$ cat config.mk
export PLATFORM = sky130hd
export DESIGN_NAME = bus_master_poll_retry_fsm
export DESIGN_NICKNAME = d
export VERILOG_FILES = /design/src/rtl/bmp_pkg.sv /design/src/rtl/bmp_step.sv /design/src/rtl/bus_master_poll_retry_fsm.sv
export SDC_FILE = /design/constraint.sdc
export NUM_CORES = 1
export LEC_CHECK = 0
export BUFFER_PORTS_ARGS = -buffer_cell sky130_fd_sc_hd__buf_2
export CAP_MARGIN = 20
export CELL_PAD_IN_SITES_DETAIL_PLACEMENT = 0
export CELL_PAD_IN_SITES_GLOBAL_PLACEMENT = 2
export CORE_MARGIN = 2
export CORE_UTILIZATION = 36
export DETAILED_ROUTE_END_ITERATION = 10
export PLACE_DENSITY = 0.75
export SLEW_MARGIN = 20
export SYNTH_ARGS = -nofsm -noshare
export SYNTH_HDL_FRONTEND = slang
export SYNTH_SLANG_ARGS = --single-unit
$ cat constraint.sdc
create_clock -name clk -period 2.5 [get_ports clk]
set_input_delay 0.5 -clock clk [delete_from_list [all_inputs] [get_ports clk]]
set_output_delay 0.5 -clock clk [all_outputs]
set_load 0.02 [all_outputs]
$ cat src/rtl/bmp_pkg.sv
`default_nettype none

package bmp_pkg;

	localparam int NUM_TERMINALS_DEF = 8;
	localparam int CFG_IDX_W = 3;
	localparam int CFG_DATA_W = 16;

	localparam logic [CFG_IDX_W-1:0] CFG_ENABLE_POLLING       = 3'd0;
	localparam logic [CFG_IDX_W-1:0] CFG_WAIT_TIME_MS         = 3'd1;
	localparam logic [CFG_IDX_W-1:0] CFG_MAX_MASTER_RETRIES   = 3'd2;
	localparam logic [CFG_IDX_W-1:0] CFG_MAX_TERMINAL_RETRIES = 3'd3;
	localparam logic [CFG_IDX_W-1:0] CFG_CODE_DATA            = 3'd4;
	localparam logic [CFG_IDX_W-1:0] CFG_CODE_REPLY           = 3'd5;
	localparam logic [CFG_IDX_W-1:0] CFG_CODE_RETRY           = 3'd6;

	localparam logic [1:0] LINE_SILENT = 2'd0;
	localparam logic [1:0] LINE_GOOD   = 2'd1;

	localparam logic [1:0] STRIKE_NONE     = 2'd0;
	localparam logic [1:0] STRIKE_BAD_COMM = 2'd1;
	localparam logic [1:0] STRIKE_BAD_RPLY = 2'd2;
	localparam logic [1:0] STRIKE_NO_RPLY  = 2'd3;

	localparam logic [7:0] CNT_MAX = 8'hFF;

	typedef enum logic [1:0] {
		PH_CALL   = 2'd0,
		PH_LISTEN = 2'd1,
		PH_ASK    = 2'd2,
		PH_MASTER = 2'd3
	} phase_t;

	typedef struct packed {
		logic [31:0] now_ms;
		logic [1:0]  line_reading;
		logic [7:0]  reply_method;
	} in_item_t;

	typedef struct packed {
		logic        send_request;
		logic [7:0]  send_code;
		logic [2:0]  target_terminal;
		logic [1:0]  strike_kind;
		logic        accept_data;
		logic        terminal_done;
		logic        round_done;
		logic [1:0]  phase_now;
	} out_item_t;

	typedef struct packed {
		logic        enable_polling;
		logic [15:0] wait_time_ms;
		logic [7:0]  max_master_retries;
		logic [7:0]  max_terminal_retries;
		logic [7:0]  code_data;
		logic [7:0]  code_reply;
		logic [7:0]  code_retry;
	} cfg_t;

	typedef struct packed {
		phase_t      phase;
		logic [31:0] deadline;
		logic [7:0]  term_retry;
		logic [7:0]  master_retry;
	} core_state_t;

	typedef struct packed {
		logic        send_request;
		logic [7:0]  send_code;
		logic [1:0]  strike_kind;
		logic        accept_data;
		logic        terminal_done;
	} step_res_t;

	function automatic logic [7:0] sat_inc(input logic [7:0] v);
		return (v == CNT_MAX) ? v : v + 8'd1;
	endfunction

endpackage

`default_nettype wire

$ cat src/rtl/bmp_step.sv
`default_nettype none

module bmp_step import bmp_pkg::*; (
	input  wire cfg_t        cfg,
	input  wire core_state_t st,
	input  wire in_item_t    item,
	output core_state_t      nxt,
	output step_res_t        res
);

	logic [31:0] new_deadline;
	logic        in_window;
	logic        good;
	logic        silent;
	logic        is_reply;
	logic        is_retry;
	logic        ask_ok;
	logic        master_out;

	assign new_deadline = item.now_ms + {16'd0, cfg.wait_time_ms};
	assign in_window    = item.now_ms < st.deadline;
	assign good         = item.line_reading == LINE_GOOD;
	assign silent       = item.line_reading == LINE_SILENT;
	assign is_reply     = item.reply_method == cfg.code_reply;
	assign is_retry     = item.reply_method == cfg.code_retry;
	assign ask_ok       = st.term_retry < cfg.max_terminal_retries;
	assign master_out   = st.master_retry >= cfg.max_master_retries;

	// next state
	always_comb begin
		nxt = st;
		if (cfg.enable_polling) begin
			unique case (st.phase)
				PH_CALL: begin
					nxt.deadline = new_deadline;
					nxt.phase    = PH_LISTEN;
				end
				PH_LISTEN: begin
					if (!in_window) begin
						nxt.phase = PH_CALL;
					end else if (good && is_reply) begin
						nxt.term_retry   = 8'd0;
						nxt.master_retry = 8'd0;
						nxt.phase        = PH_CALL;
					end else if (good && is_retry) begin
						nxt.master_retry = sat_inc(st.master_retry);
						nxt.phase        = PH_MASTER;
					end else if (!silent) begin
						nxt.term_retry = sat_inc(st.term_retry);
						nxt.phase      = PH_ASK;
					end
				end
				PH_ASK: begin
					if (ask_ok) begin
						nxt.deadline = new_deadline;
						nxt.phase    = PH_LISTEN;
					end else begin
						nxt.phase = PH_CALL;
					end
				end
				PH_MASTER: begin
					nxt.phase = PH_CALL;
				end
				default: begin
					nxt.phase = PH_CALL;
				end
			endcase
		end
	end

	// step outputs
	always_comb begin
		res = '0;
		if (cfg.enable_polling) begin
			unique case (st.phase)
				PH_CALL: begin
					res.send_request = 1'b1;
					res.send_code    = cfg.code_data;
				end
				PH_LISTEN: begin
					if (!in_window) begin
						res.strike_kind   = STRIKE_NO_RPLY;
						res.terminal_done = 1'b1;
					end else if (good && is_reply) begin
						res.accept_data   = 1'b1;
						res.terminal_done = 1'b1;
					end else if (good && is_retry) begin
						res.strike_kind = STRIKE_BAD_COMM;
					end else if (!silent) begin
						res.strike_kind = STRIKE_BAD_RPLY;
					end
				end
				PH_ASK: begin
					if (ask_ok) begin
						res.send_request = 1'b1;
						res.send_code    = cfg.code_retry;
					end else begin
						res.terminal_done = 1'b1;
					end
				end
				PH_MASTER: begin
					res.terminal_done = master_out;
				end
				default: begin
					res = '0;
				end
			endcase
		end
	end

endmodule

`default_nettype wire

$ cat src/rtl/bus_master_poll_retry_fsm.sv
// Registers: an accepted item enters the input register, then the result register.
// Throughput: one item per cycle while out_stall is low; the poll state updates as an item
// moves into the result register, so back-to-back steps see each other's state.
// Reset (arst_n low, asynchronous): phase call, counters and deadline zero,
// terminal 1, configuration registers at their defaults, both stages empty.
`default_nettype none

module bus_master_poll_retry_fsm import bmp_pkg::*; #(
	parameter int NUM_TERMINALS = NUM_TERMINALS_DEF
) (
	input  wire                    clk,
	input  wire                    arst_n,
	input  wire                    cfg_we,
	input  wire [CFG_IDX_W-1:0]    cfg_idx,
	input  wire [CFG_DATA_W-1:0]   cfg_data,
	input  wire                    in_valid,
	output logic                   in_stall,
	input  wire in_item_t          in_item,
	output logic                   out_valid,
	input  wire                    out_stall,
	output out_item_t              out_item
);

	localparam int TW = $clog2(NUM_TERMINALS);
	localparam logic [TW-1:0] TERM_FIRST = TW'(1);
	localparam logic [TW-1:0] TERM_LAST  = TW'(NUM_TERMINALS - 1);

	cfg_t          cfg_q;
	core_state_t   state_q;
	core_state_t   state_nxt;
	step_res_t     res;
	logic [TW-1:0] term_q;
	logic          s1_valid_s1;
	in_item_t      item_s1;
	logic          out_valid_q;
	out_item_t     out_item_q;
	logic          advance;
	logic          in_take;
	logic          last_term;

	assign in_stall  = s1_valid_s1 && out_valid_q && out_stall;
	assign in_take   = in_valid && !in_stall;
	assign advance   = s1_valid_s1 && (!out_valid_q || !out_stall);
	assign last_term = term_q == TERM_LAST;
	assign out_valid = out_valid_q;
	assign out_item  = out_item_q;

	bmp_step u_step (
		.cfg  (cfg_q),
		.st   (state_q),
		.item (item_s1),
		.nxt  (state_nxt),
		.res  (res)
	);

	always_ff @(posedge clk or negedge arst_n) begin
		if (!arst_n) begin
			cfg_q.enable_polling       <= 1'b1;
			cfg_q.wait_time_ms         <= 16'd1000;
			cfg_q.max_master_retries   <= 8'd3;
			cfg_q.max_terminal_retries <= 8'd2;
			cfg_q.code_data            <= 8'd0;
			cfg_q.code_reply           <= 8'd1;
			cfg_q.code_retry           <= 8'd2;
		end else if (cfg_we) begin
			unique case (cfg_idx)
				CFG_ENABLE_POLLING:       cfg_q.enable_polling <= cfg_data[0];
				CFG_WAIT_TIME_MS:         cfg_q.wait_time_ms <= cfg_data;
				CFG_MAX_MASTER_RETRIES:   cfg_q.max_master_retries <= cfg_data[7:0];
				CFG_MAX_TERMINAL_RETRIES: cfg_q.max_terminal_retries <= cfg_data[7:0];
				CFG_CODE_DATA:            cfg_q.code_data <= cfg_data[7:0];
				CFG_CODE_REPLY:           cfg_q.code_reply <= cfg_data[7:0];
				CFG_CODE_RETRY:           cfg_q.code_retry <= cfg_data[7:0];
				default: begin
				end
			endcase
		end
	end

	always_ff @(posedge clk or negedge arst_n) begin
		if (!arst_n) begin
			s1_valid_s1 <= 1'b0;
		end else if (in_take) begin
			s1_valid_s1 <= 1'b1;
		end else if (advance) begin
			s1_valid_s1 <= 1'b0;
		end
	end

	always_ff @(posedge clk) begin
		if (in_take) begin
			item_s1 <= in_item;
		end
	end

	always_ff @(posedge clk or negedge arst_n) begin
		if (!arst_n) begin
			state_q.phase        <= PH_CALL;
			state_q.deadline     <= 32'd0;
			state_q.term_retry   <= 8'd0;
			state_q.master_retry <= 8'd0;
			term_q               <= TERM_FIRST;
		end else if (advance) begin
			state_q <= state_nxt;
			if (res.terminal_done) begin
				term_q <= last_term ? TERM_FIRST : term_q + TW'(1);
			end
		end
	end

	always_ff @(posedge clk or negedge arst_n) begin
		if (!arst_n) begin
			out_valid_q <= 1'b0;
		end else if (advance) begin
			out_valid_q <= 1'b1;
		end else if (!out_stall) begin
			out_valid_q <= 1'b0;
		end
	end

	always_ff @(posedge clk) begin
		if (advance) begin
			out_item_q.send_request    <= res.send_request;
			out_item_q.send_code       <= res.send_code;
			out_item_q.target_terminal <= 3'(term_q);
			out_item_q.strike_kind     <= res.strike_kind;
			out_item_q.accept_data     <= res.accept_data;
			out_item_q.terminal_done   <= res.terminal_done;
			out_item_q.round_done      <= res.terminal_done && last_term;
			out_item_q.phase_now       <= state_nxt.phase;
		end
	end

`ifndef ASSERT_OFF
	a_round_needs_done: assert property (@(posedge clk) disable iff (!arst_n)
		out_valid_q && out_item_q.round_done |-> out_item_q.terminal_done)
		else $error("round done without terminal done");

	a_accept_ends_terminal: assert property (@(posedge clk) disable iff (!arst_n)
		out_valid_q && out_item_q.accept_data |->
		out_item_q.terminal_done && out_item_q.phase_now == PH_CALL)
		else $error("accepted reply did not finish terminal");

	a_send_then_listen: assert property (@(posedge clk) disable iff (!arst_n)
		out_valid_q && out_item_q.send_request |-> out_item_q.phase_now == PH_LISTEN)
		else $error("request sent without entering listen");

	a_stage_moves: assert property (@(posedge clk) disable iff (!arst_n)
		s1_valid_s1 && !out_valid_q |=> out_valid_q)
		else $error("input stage did not move into empty result register");
`endif

endmodule

`default_nettype wire
==> qor.yml <==
yosys-mux-area-fraction_pct: 6.94
final_util_pct: 46.1
drt-initial-drc-count: 241
clkTransAtPathRegs_ns: 0.07
whs_ns: 0.0296
synth_ff_type: "dfrtp_1"
synth_nets: 924
grt_pass1_vias: 6331
avgRoutedWirePerCell_um: 16.8
root_buffer: "clkbuf_16"
critical_path.top_delay_family: "compound AO/OA/AOI/OAI gates"
cp-start-kind: "register"
setup_viol: 31
clk_latency_ns: 0.44
critPathMaxStageDelay_ns: 0.46
fin_nets: 1088
via_per_inst: 4.89
grt_overflow_total: 0
top_layer_used: "met4"
crit_path_frequent_cell: "o21ai_2"
synthesis.area_sq_um: 8920
drtPass1Iterations: 4
p_per_area_nw_per_um2: 888
numPlacedInstances: 1252
wl_met1_um: 10700
nFillCells: 2306
synth_top_area_share_pct: 27.8
crit_arrival_ns: 2.99
syn_inst: 791
synth_area_leaders: "dfrtp_1 28%, edfxtp_1 21%, ha_1 9.3%, mux2_2 6.6%, dfstp_2 3.8%"
path_class: "register to register"
ys_types: 61
setup_slack_ns: -0.169
critPathSlowestCell: "a221o_4"
area_delta_synth_final_pct: 25.6
synth_compound_area_share_pct: 12.0
endpoint_kind: "register"
num_antenna_cells: 0
min_period_over_period_pct: 107
postLayoutCellArea_sq_um: 11200
wl_met2_um: 10200
finalWirelength_um: 21700
required_ns: 2.82
yosys.area_share.simple_pct: 11.9
slew_viol_final: 0
synth_edf_count: 61
ys_async_sr_fraction_pct: 64.7
cts_tree: "yes"
worst_pin_slew_ns: 0.693
hold_viol_final: 0
die_w_um: 161
crit_fanout: 8
fin_crit_ns: 2.67
start_util_pct: 36.7
dp.final_hpwl_um: 15400
dieArea_sq_um: 26100
crit_buf_inv: 1
clock-sinks: 173
synth_seq_cells: 173
cts-htree-levels: 4
ir_worst_vdd_v: 0.000561
hold_buffers: 0
fmax_ghz: 0.375
worstPathCellList: "buf_4, ha_4, a2111oi_4, o21ai_2, a311oi_4, o21ai_2, a221o_4, nor2b_4, xnor2_2, o21ai_1"
wl_met3_um: 575
die_h_um: 161
synth_top_family_by_area: "compound AO/OA/AOI/OAI gates"
skew_ns: 0.0240
failed_checks: "negative setup slack"
num_vias: 6315
ant_nets: 0
num_rows: 57
hold_path.class: "primary input to async pin"
yosysSeqAreaShare_pct: 52.1
status: "finished, violations left"
max_cap_viol_count: 0
synth_largest_area_cell: "dfrtp_1"
drc: 0
rsz0062_at_grt: "true"
drive_above_1_share_pct: 32.4
io_pins: 87
synthAdderAreaFrac_pct: 9.48
finalNonFillerCells: 1292
postPlaceCellArea_sq_um: 10300
synthXorXnorAreaFrac_pct: 4.42
avgSynthCellArea_sq_um: 11.3
grt_pass1_wl_um: 34900
gp_congestion: 0.748
slew_headroom_pct: 53.7
pre_cts_slack_ns: -0.266
p_leak_uw: 0.00495
yosys_warnings: 0
portBuffers: 86
grt_util_all_layers_pct: 17.4
antenna_found_initial: 0
grt_max_degree: 50
cts_buffer_depth: 2
cts_buffers: 17
core_area_sq_um: 24300
state kept, by name, summed over array words and instances, names as in the netlist:
| register | count |
|---|---|
| cfg_q | 57 |
| item_s1 | 42 |
| out_item | 19 |
| out_valid | 1 |
| s1_valid_s1 | 1 |
| state_q | 50 |
| term_q | 3 |
repair_timing:
action | in CTS | in global routing
setup endpoints to repair | 45 | 44
pin swaps | 20 | 22
gates resized for setup | 20 | 33
buffers inserted | 4 | 5
cell usage in the layout, fill, tap and decap left out, drive strengths merged, types with 3 or more instances in the layout:
cell and n:
buf 162, dfrtp 99, nand2 75, o21ai 75, ha 66, edfxtp 61
inv 60, mux2 55, a21oi 40, nor2 27, xnor2 23, xor2 22
nand3 22, a21o 19, clkbuf 19, nand2b 18, nand4 15, dfstp 13
and3 12, nor3 11, nor2b 8, o31ai 7, and2 6, o211ai 5
a31oi 5, bufinv 4, clkinv 4, o21a 3, nand4b 3, nor3b 3
per-layer routing:
layer | global-route usage [%] | vias up
met2 | 28.3 | 90
li1 | - | 3160
met5 | 0 | -
met1 | 24.0 | 3053
met4 | 4.30 | 0
met3 | 3.18 | 12
worst paths after layout:
kind,end,slack (ns),from,depth (start not counted)
setup reg to reg,state_q[41]$_DFFE_PN0P_,-0.17,item_s1[16]$_DFFE_PP_,10
setup / recovery,state_q[41]$_DFFE_PN0P_,-0.17,item_s1[16]$_DFFE_PP_,10
max in group asynchronous,term_q[0]$_DFFE_PN1P_,1.79,arst_n,2
hold / removal,cfg_q[26]$_DFFE_PN0P_,0.03,arst_n,1
min in group clk,item_s1[3]$_DFFE_PP_,0.23,in_item[3],1
hold reg to reg,state_q[18]$_DFFE_PN0P_,0.48,state_q[18]$_DFFE_PN0P_,2
through the flow:
step                setup TNS [ns]  total power [uW]
finish                       -2.17              9950
global route                 -8.27             10700
global placement             -4.90              6920
floorplan                        0              5900
CTS                          -4.64              9920
detailed placement           -6.86              6940
cell usage after synthesis, types with 2 or more instances:
| master | number |
|---|---|
| mux2_1 | 3 |
| nand4b_1 | 3 |
| nand4_2 | 2 |
| xnor2_1 | 23 |
| o2111ai_1 | 2 |
| o21ai_0 | 31 |
| a21o_1 | 19 |
| and4_1 | 2 |
| nor3b_1 | 2 |
| nand2b_1 | 18 |
| nand3_1 | 21 |
| or3_1 | 2 |
| nand4_1 | 13 |
| o211ai_1 | 5 |
| dfrtp_1 | 99 |
| and2_1 | 6 |
| a21oi_1 | 39 |
| and3_1 | 12 |
| nor3_1 | 10 |
| a211oi_1 | 2 |
| o21ai_1 | 42 |
| mux2_2 | 52 |
| edfxtp_1 | 61 |
| o31ai_1 | 6 |
| dfstp_2 | 13 |
| xor2_1 | 22 |
| o21ai_2 | 2 |
| nand2_1 | 74 |
| ha_1 | 66 |
| nor2_1 | 27 |
| a31oi_1 | 5 |
| nor2b_1 | 7 |
| inv_1 | 56 |
| o21a_1 | 3 |
| clkbuf_1 | 15 |
layout make-up:
class	count	area, sq um	share of cell area [%]
clock buffer	19	433	3.86
clock inverter	13	186	1.66
inverter	57	214	1.91
multi-input combinational	544	4240	37.9
sequential	173	4650	41.5
tap	324	405	3.62
timing repair buffer	162	1070	9.58
report_power, final:
part,internal [uW],switching [uW]
sequential,3620,371
combinational,1490,1640
clock,1680,1150
cell families (layout without fill, tap and decap cells):
logic type / count (synthesis) / after routing
AND/OR/NAND/NOR: 208 / 208
flip-flops: 173 / 173
AO/OA/AOI/OAI: 169 / 169
buffers and inverters: 74 / 251
adder cells (fa/ha/maj): 67 / 67
multiplexers: 55 / 55
XOR/XNOR: 45 / 45
Note: power is estimated with default switching activity, not from simulation.
